--- src/hdl/veul_pkg.sv ---
// Shared types, constants and the arc-tangent table for the Euler rotation unit.
package veul_pkg;

   // Field widths and CORDIC length.
   localparam int COMP_WIDTH    = 16;
   localparam int ANGLE_WIDTH   = 16;
   localparam int CORDIC_STAGES = 16;
   localparam int STAGE_W       = $clog2(CORDIC_STAGES);

   // Sine and cosine are Q28; the angle accumulator works in 2^-32 turns.
   localparam int TRIG_FRAC = 28;
   localparam int TRIG_W    = 31;
   localparam int ZW        = 34;
   localparam int ACC_W     = COMP_WIDTH + 4;
   localparam int PROD_W    = ACC_W + TRIG_W;
   localparam int SUM_W     = PROD_W + 1;

   localparam logic signed [TRIG_W-1:0] GAIN_Q28 = TRIG_W'(163008219);
   localparam logic signed [SUM_W-1:0]  HALF_LSB = SUM_W'(1) <<< (TRIG_FRAC - 1);

   // Which pair of components one rotation step turns.
   typedef enum logic [1:0] {
      AXIS_X = 2'd0,
      AXIS_Y = 2'd1,
      AXIS_Z = 2'd2
   } axis_type;

   typedef struct packed {
      logic signed [COMP_WIDTH-1:0] vec_x;
      logic signed [COMP_WIDTH-1:0] vec_y;
      logic signed [COMP_WIDTH-1:0] vec_z;
      logic [ANGLE_WIDTH-1:0]       angle_x;
      logic [ANGLE_WIDTH-1:0]       angle_y;
      logic [ANGLE_WIDTH-1:0]       angle_z;
   } req_type;

   typedef struct packed {
      logic signed [COMP_WIDTH-1:0] rot_x;
      logic signed [COMP_WIDTH-1:0] rot_y;
      logic signed [COMP_WIDTH-1:0] rot_z;
      logic                         saturated;
   } rsp_type;

   // One CORDIC accumulator set plus the quadrant it will be folded into.
   typedef struct packed {
      logic signed [TRIG_W-1:0] x;
      logic signed [TRIG_W-1:0] y;
      logic signed [ZW-1:0]     z;
      logic [1:0]               q;
   } trig_type;

   typedef struct packed {
      logic signed [ACC_W-1:0] x;
      logic signed [ACC_W-1:0] y;
      logic signed [ACC_W-1:0] z;
   } vec3_type;

   typedef struct packed {
      vec3_type v;
      trig_type tx;
      trig_type ty;
      trig_type tz;
   } cordic_data_type;

   typedef struct packed {
      logic signed [TRIG_W-1:0] c;
      logic signed [TRIG_W-1:0] s;
   } cs_type;

   typedef struct packed {
      vec3_type v;
      cs_type   csx;
      cs_type   csy;
      cs_type   csz;
   } rot_data_type;

   // Arc-tangent of 2^-i in units of 2^-32 turns.
   function automatic logic signed [ZW-1:0] atan_turn(input logic [4:0] idx);
      logic [31:0] t;
      unique case (idx)
         5'd0:  t = 32'h20000000;
         5'd1:  t = 32'h12E4051E;
         5'd2:  t = 32'h09FB385B;
         5'd3:  t = 32'h051111D4;
         5'd4:  t = 32'h028B0D43;
         5'd5:  t = 32'h0145D7E1;
         5'd6:  t = 32'h00A2F61E;
         5'd7:  t = 32'h00517C55;
         5'd8:  t = 32'h0028BE53;
         5'd9:  t = 32'h00145F2F;
         5'd10: t = 32'h000A2F98;
         5'd11: t = 32'h000517CC;
         5'd12: t = 32'h00028BE6;
         5'd13: t = 32'h000145F3;
         5'd14: t = 32'h0000A2FA;
         5'd15: t = 32'h0000517D;
         5'd16: t = 32'h000028BE;
         5'd17: t = 32'h0000145F;
         5'd18: t = 32'h00000A30;
         5'd19: t = 32'h00000518;
         5'd20: t = 32'h0000028C;
         5'd21: t = 32'h00000146;
         5'd22: t = 32'h000000A3;
         5'd23: t = 32'h00000051;
         default: t = 32'h0;
      endcase
      return $signed({{(ZW-32){1'b0}}, t});
   endfunction

   // One micro-rotation; the shifts are arithmetic, so they round towards minus infinity.
   function automatic trig_type cordic_step(input trig_type t, input logic [STAGE_W-1:0] idx);
      trig_type             r;
      logic signed [TRIG_W-1:0] dx;
      logic signed [TRIG_W-1:0] dy;
      logic signed [ZW-1:0]     at;
      dx = t.x >>> idx;
      dy = t.y >>> idx;
      at = atan_turn(5'(idx));
      r  = t;
      if (!t.z[ZW-1]) begin
         r.x = t.x - dy;
         r.y = t.y + dx;
         r.z = t.z - at;
      end else begin
         r.x = t.x + dy;
         r.y = t.y - dx;
         r.z = t.z + at;
      end
      return r;
   endfunction

   // Fold the first-quadrant result into the quadrant given by the top angle bits.
   function automatic cs_type fold_quadrant(input trig_type t);
      cs_type r;
      unique case (t.q)
         2'd0: begin r.c = t.x;  r.s = t.y;  end
         2'd1: begin r.c = -t.y; r.s = t.x;  end
         2'd2: begin r.c = -t.x; r.s = -t.y; end
         2'd3: begin r.c = t.y;  r.s = -t.x; end
         default: begin r.c = t.x; r.s = t.y; end
      endcase
      return r;
   endfunction

   // Seed a CORDIC accumulator from an angle.
   function automatic trig_type cordic_seed(input logic [ANGLE_WIDTH-1:0] ang);
      trig_type r;
      r.x = GAIN_Q28;
      r.y = '0;
      r.z = $signed(ZW'(ang[ANGLE_WIDTH-3:0]) << (32 - ANGLE_WIDTH));
      r.q = ang[ANGLE_WIDTH-1:ANGLE_WIDTH-2];
      return r;
   endfunction

endpackage

--- src/hdl/veul_cordic_cell.sv ---
// One CORDIC iteration for all three angles, with the vector carried alongside.
module veul_cordic_cell (
   input  logic                        clock,
   input  logic                        reset,
   input  logic [veul_pkg::STAGE_W-1:0] stage_idx,
   input  logic                        in_valid,
   output logic                        in_ready,
   input  veul_pkg::cordic_data_type   in_data,
   output logic                        out_valid,
   input  logic                        out_ready,
   output veul_pkg::cordic_data_type   out_data
);
   import veul_pkg::*;

   logic            valid_ff;
   cordic_data_type data_ff;
   cordic_data_type data_in;

   // The cell may take a beat when empty or when its own beat is leaving.
   assign in_ready  = !valid_ff || out_ready;
   assign out_valid = valid_ff;
   assign out_data  = data_ff;

   // Advance each of the three angle accumulators by one step.
   always_comb begin
      data_in    = in_data;
      data_in.tx = cordic_step(in_data.tx, stage_idx);
      data_in.ty = cordic_step(in_data.ty, stage_idx);
      data_in.tz = cordic_step(in_data.tz, stage_idx);
   end

   always_ff @(posedge clock) begin
      if (reset) begin
         valid_ff <= 1'b0;
      end else if (in_ready) begin
         valid_ff <= in_valid;
      end
      if (in_ready && in_valid) begin
         data_ff <= data_in;
      end
   end

endmodule

--- config.mk ---
export PLATFORM = sky130hd
export DESIGN_NAME = veul_cordic_cell
export DESIGN_NICKNAME = d
export VERILOG_FILES = /design/src/hdl/veul_pkg.sv /design/src/hdl/veul_cordic_cell.sv
export SDC_FILE = /design/constraint.sdc
export NUM_CORES = 2
export LEC_CHECK = 0
export BUFFER_PORTS_ARGS = -buffer_cell sky130_fd_sc_hd__buf_4
export CAP_MARGIN = 5
export CORE_MARGIN = 4
export CORE_UTILIZATION = 32
export DETAILED_ROUTE_END_ITERATION = 8
export RECOVER_POWER = 50
export SYNTH_ARGS = -nofsm -noshare
export SYNTH_HDL_FRONTEND = slang
export SYNTH_SLANG_ARGS = --single-unit
--- constraint.sdc ---
create_clock -name clock -period 17 [get_ports clock]
set_input_delay 3.4 -clock clock [delete_from_list [all_inputs] [get_ports clock]]
set_output_delay 3.4 -clock clock [all_outputs]
set_load 0.03 [all_outputs]
* Word level (Yosys, flattened, before mapping) *
Memory sizes are Yosys's and may differ from the RTL's.
Cells that the tools add are included.

storage, ports and cells
  register bits = 355
  ROM bits = 1440
  input port bits = 362
  output and inout bits = 356
  word-level logic and storage cells = 49
  memories = 3

memory list
  memory           words  width  read ports  clocked after memory_dff  wr ports  RTL line        RTL
  (no name shown)  16     30     1           0                         0         veul_pkg.sv:80  unique case (idx)
  (no name shown)  16     30     1           0                         0         veul_pkg.sv:80
  (no name shown)  16     30     1           0                         0         veul_pkg.sv:80

cells by class
  $add $sub $neg = 18
  shift-type cells = 6
  muxes and demuxes = 3
  reductions and logical operators = 3

operators by type and width
  operator             count
  $mux W96             3
  $add A31 B31 Y31     6
  $sshr A31 B4 Y31     6
  $sub A31 B31 Y31     6
  $add A34 B33 Y34     3
  $sub A34 B33 Y34     3
  $logic_and A1 B1 Y1  1
  $logic_not A1 Y1     1
  $logic_or A1 B1 Y1   1

* Logic depth before layout (Yosys ltp) *
  depth in word-level cells = 3
  mapped depth = 35
  mapped depth without buffers = 23

* Worst setup path after synthesis *
No wires, ideal clock.

  kind = in2reg
  start = input port out_ready
  end = register data_ff (netlist bit out_data[0]), enable pin
  setup time = 0.760 ns
  data arrival time = 11.779 ns
  data required time = 16.240 ns
  slack = 4.461 ns
  stages = 2
  path buffers = 0
  cell sequence = nand2b_1 -> and2_1

on the way
  cells in the longest elaborated chain, start to end = 2

RTL lines
  item                  RTL line                RTL
  from (decl)           veul_cordic_cell.sv:10  input logic out_ready,
  $logic_or A1 B1 Y1    veul_cordic_cell.sv:20  assign in_ready = !valid_ff || out_ready;
  $logic_and A1 B1 Y1   veul_cordic_cell.sv:38  if (in_ready && in_valid) begin
  to (signal assigned)  veul_cordic_cell.sv:39  data_ff <= data_in;
  to (decl)             veul_cordic_cell.sv:16  cordic_data_type data_ff;

Every way passes these cells.
A chain may end at the register's enable or synchronous reset.

==> reports/results.txt <==
I/O Pins: 718
Most common cell after layout, fill and taps aside: nand2_1
Core Region: 0.124 mm2
Fin Setup TNS: 0 ns
Max Cap Viol: 3
Leak: 0.0185 uW
Port bufs: 717
GRT Util Overall: 23.4%
Post-Route WL: 161000 um
Mean Syn Cell Area: 9.34 um2
Max_slew headroom: -174%
Sink Count: 355
Dpl ws: 6.22 ns
Routability Congestion: 0.938
PostCTS Resize Cnt: 0
Vias in the first global route: 34700
Final Slew Violations: 152
Share of cells above drive strength 1: 15.7%
Crit Path Category: input pin to flip-flop
Worst slew pin tran: 4.11 ns
DRT iter0 DRCs: 4108
# H-tree levels: 2
Worst-path fanout max: 90
Ys flop type: edfxtp_1
Clk_skew: 0.0216 ns
YS warnings: 0
Max VDD drop: 77.0 uV
RR Endpoint: out_data[235]
Initial antenna violation count: 38
Final worst path period need: 10.28 ns
Pin count of the biggest net entering global routing: 148
WHS Path Cells: 2
DR pass1 iterations: 6
Post-DRT Antenna Nets: 0
Total Power: 4670 uW
Vias per cell: 5.67
Leading cell types in the layout, fill and taps excluded: 459 x nand2_1, 390 x a21oi_1, 367 x clkbuf_1, 360 x nor2_1, 354 x edfxtp_1
First-pass GRT wire length: 232000 um
CTS tree: done
R2r setup slk: 10.16 ns
Clk slew on worst S/H paths: 0.06 ns
Number of vias in the routed layout: 37300
Fmax: 97.3 MHz
WP data required: 17.38 ns
Worst Path Arrival: 10.67 ns
Status: finished, violations left
R2r worst-path depth: 4
Die Area: 0.131 mm2
CTS Hold Bufs: 0
Clk_lat worst skew: 0.64 ns
Final setup vio count: 0
Net Count, Synth: 4941
FFs w/ async S/R, synth: 0%
Post-Syn Area: 0.0399 mm2
DIE HEIGHT: 361 um
Failing checks: capacitance limit, slew limit
Fin crit share: 60.5%
Crit start category: input pin
Setup ws final: 6.72 ns
Hold Fails Final Rpt: 0
Count of cell types in the netlist: 105
CTS Root Cell: clkbuf_16
Remaining global-route overflow: 0
Clock tree buffer depth: 3
EDFF count, synth: 354
Number of synthesized register bits: 355
Dpl hpwl: 128000 um
Avg WL per Cell: 24.5 um
Critical path origin: stage_idx[2]
Row count: 129
Pwr per Cell Area: 99.7 mW/mm2
Hold/Removal Path Class: flip-flop to flip-flop
Worst r2r src: out_valid
Nets: 5532
Mapped Cells: 4276
# DRC: 0
Setup crit end kind: flip-flop
Register area share after synthesis: 26.7%
Initial Util: 32.3%
Setup repair after global routing missed its margin: false
Area Growth Syn to Fin: 17.3%
Width of the die: 361 um
CTS Buf Count: 47
Setup bufs post-CTS: 0
Critical path endpoint: out_data[95]
[cell type report]
type / instances / area, um2
fill: 12800 / 77000
inverter: 113 / 429
multi-input combinational: 3601 / 27700
clock inverter: 36 / 382
antenna: 30 / 75.1
timing repair buffer: 749 / 4320
tap: 1637 / 2050
sequential: 355 / 10700
clock buffer: 51 / 1210
[where the power goes]
group / internal, uW / total (uW) / switching, uW
registers: 1230 / 1300 / 76.1
logic: 826 / 2320 / 1490
clock network: 621 / 1050 / 428
total: 2670 / 4670 / 1990
[cell families (layout without fill, tap and decap cells)]
| logic type | Yosys count | in the layout | synth area share (%) |
|---|---|---|---|
| xor gates and xnor gates | 446 | 446 | 9.78 |
| and+or+nand+nor | 1298 | 1298 | 15.1 |
| DFF | 355 | 355 | 26.7 |
| adders and majority gates | 303 | 303 | 9.66 |
| muxes | 371 | 371 | 16.4 |
| buffers and inverters | 320 | 949 | 3.97 |
| AOI/OAI and AO/OA | 1183 | 1183 | 18.4 |
| other | 0 | 30 | 0 |
[stage by stage]
step	util [%]	hold WS (ns)	instance area (um2)	std cells
floorplan	-	0.860	39900	4276
global placement	37.6	0.526	46500	6455
detailed placement	37.6	0.559	46500	6455
CTS	38.9	0.570	48100	6542
global route	37.8	0.596	46800	6563
finish	37.8	0.546	46800	6572
[synth_stat cells (all sizes together), types with 12 or more instances]
cell / instances / area share [%]
a31oi: 65 / 1.0
or3: 19 / 0.31
nor3: 93 / 1.2
a211o: 12 / 0.26
o21ai: 265 / 3.3
o21a: 50 / 0.94
a21oi: 392 / 4.9
edfxtp: 354 / 27
clkbuf: 82 / 0.77
or2: 19 / 0.30
nand2b: 42 / 0.66
and3: 61 / 0.96
and2: 32 / 0.50
xnor2: 300 / 6.6
buf: 125 / 2.1
a211oi: 43 / 0.81
mux4: 212 / 12
xor2: 146 / 3.2
a21o: 130 / 2.4
o21bai: 38 / 0.71
o211ai: 28 / 0.53
nand4: 23 / 0.36
mux2: 63 / 1.8
nand2: 463 / 4.4
mux2i: 96 / 2.4
ha: 294 / 9.2
nand3: 89 / 1.1
nor2b: 40 / 0.65
o22ai: 15 / 0.23
nor2: 366 / 3.5
o31ai: 17 / 0.33
inv: 110 / 1.0
a21boi: 12 / 0.23
[registers in the layout, indices dropped and copies added (netlist names)]
name,cells
out_data,354
out_valid,1
[routing by layer]
| metal | wire length [um] | GRT usage, % | up-vias |
|---|---|---|---|
| li1 | - | - | 17300 |
| met1 | 71600 | 32.7 | 17800 |
| met2 | 69100 | 35.6 | 1836 |
| met3 | 14900 | 5.54 | 231 |
| met4 | 5650 | 7.94 | 12 |
| met5 | 81 | 0 | - |
[worst max-delay path, cell delays in order]
cell and delay, ns:
clkbuf_8 0.48, buf_4 0.80, buf_4 0.71, or2_2 0.48, o22ai_1 0.18, o221ai_1 0.38
a211oi_1 0.19, and3_1 0.29, nor2_1 0.15, xnor2_1 0.16, ha_1 0.32, and3_1 0.27
a221oi_1 0.35, o21ai_0 0.17, o21ai_1 0.33, o211ai_1 0.21, o41a_1 0.39, and4_1 0.21
a2111oi_0 0.62, a21oi_1 0.18, xor2_1 0.18
[how the worst min path moves through the flow]
| stage | from | to | slack, ns |
|---|---|---|---|
| 5_1_grt | out_valid | out_valid | 0.60 |
| 4_1_cts | out_valid | out_valid | 0.57 |
| 3_3_place_gp | out_valid | out_valid | 0.53 |
| 3_5_place_dp | out_valid | out_valid | 0.56 |
| 2_1_floorplan | out_valid | out_valid | 0.86 |
| 6_report | out_valid | out_valid | 0.55 |
Power figures use the tool's default switching activity.
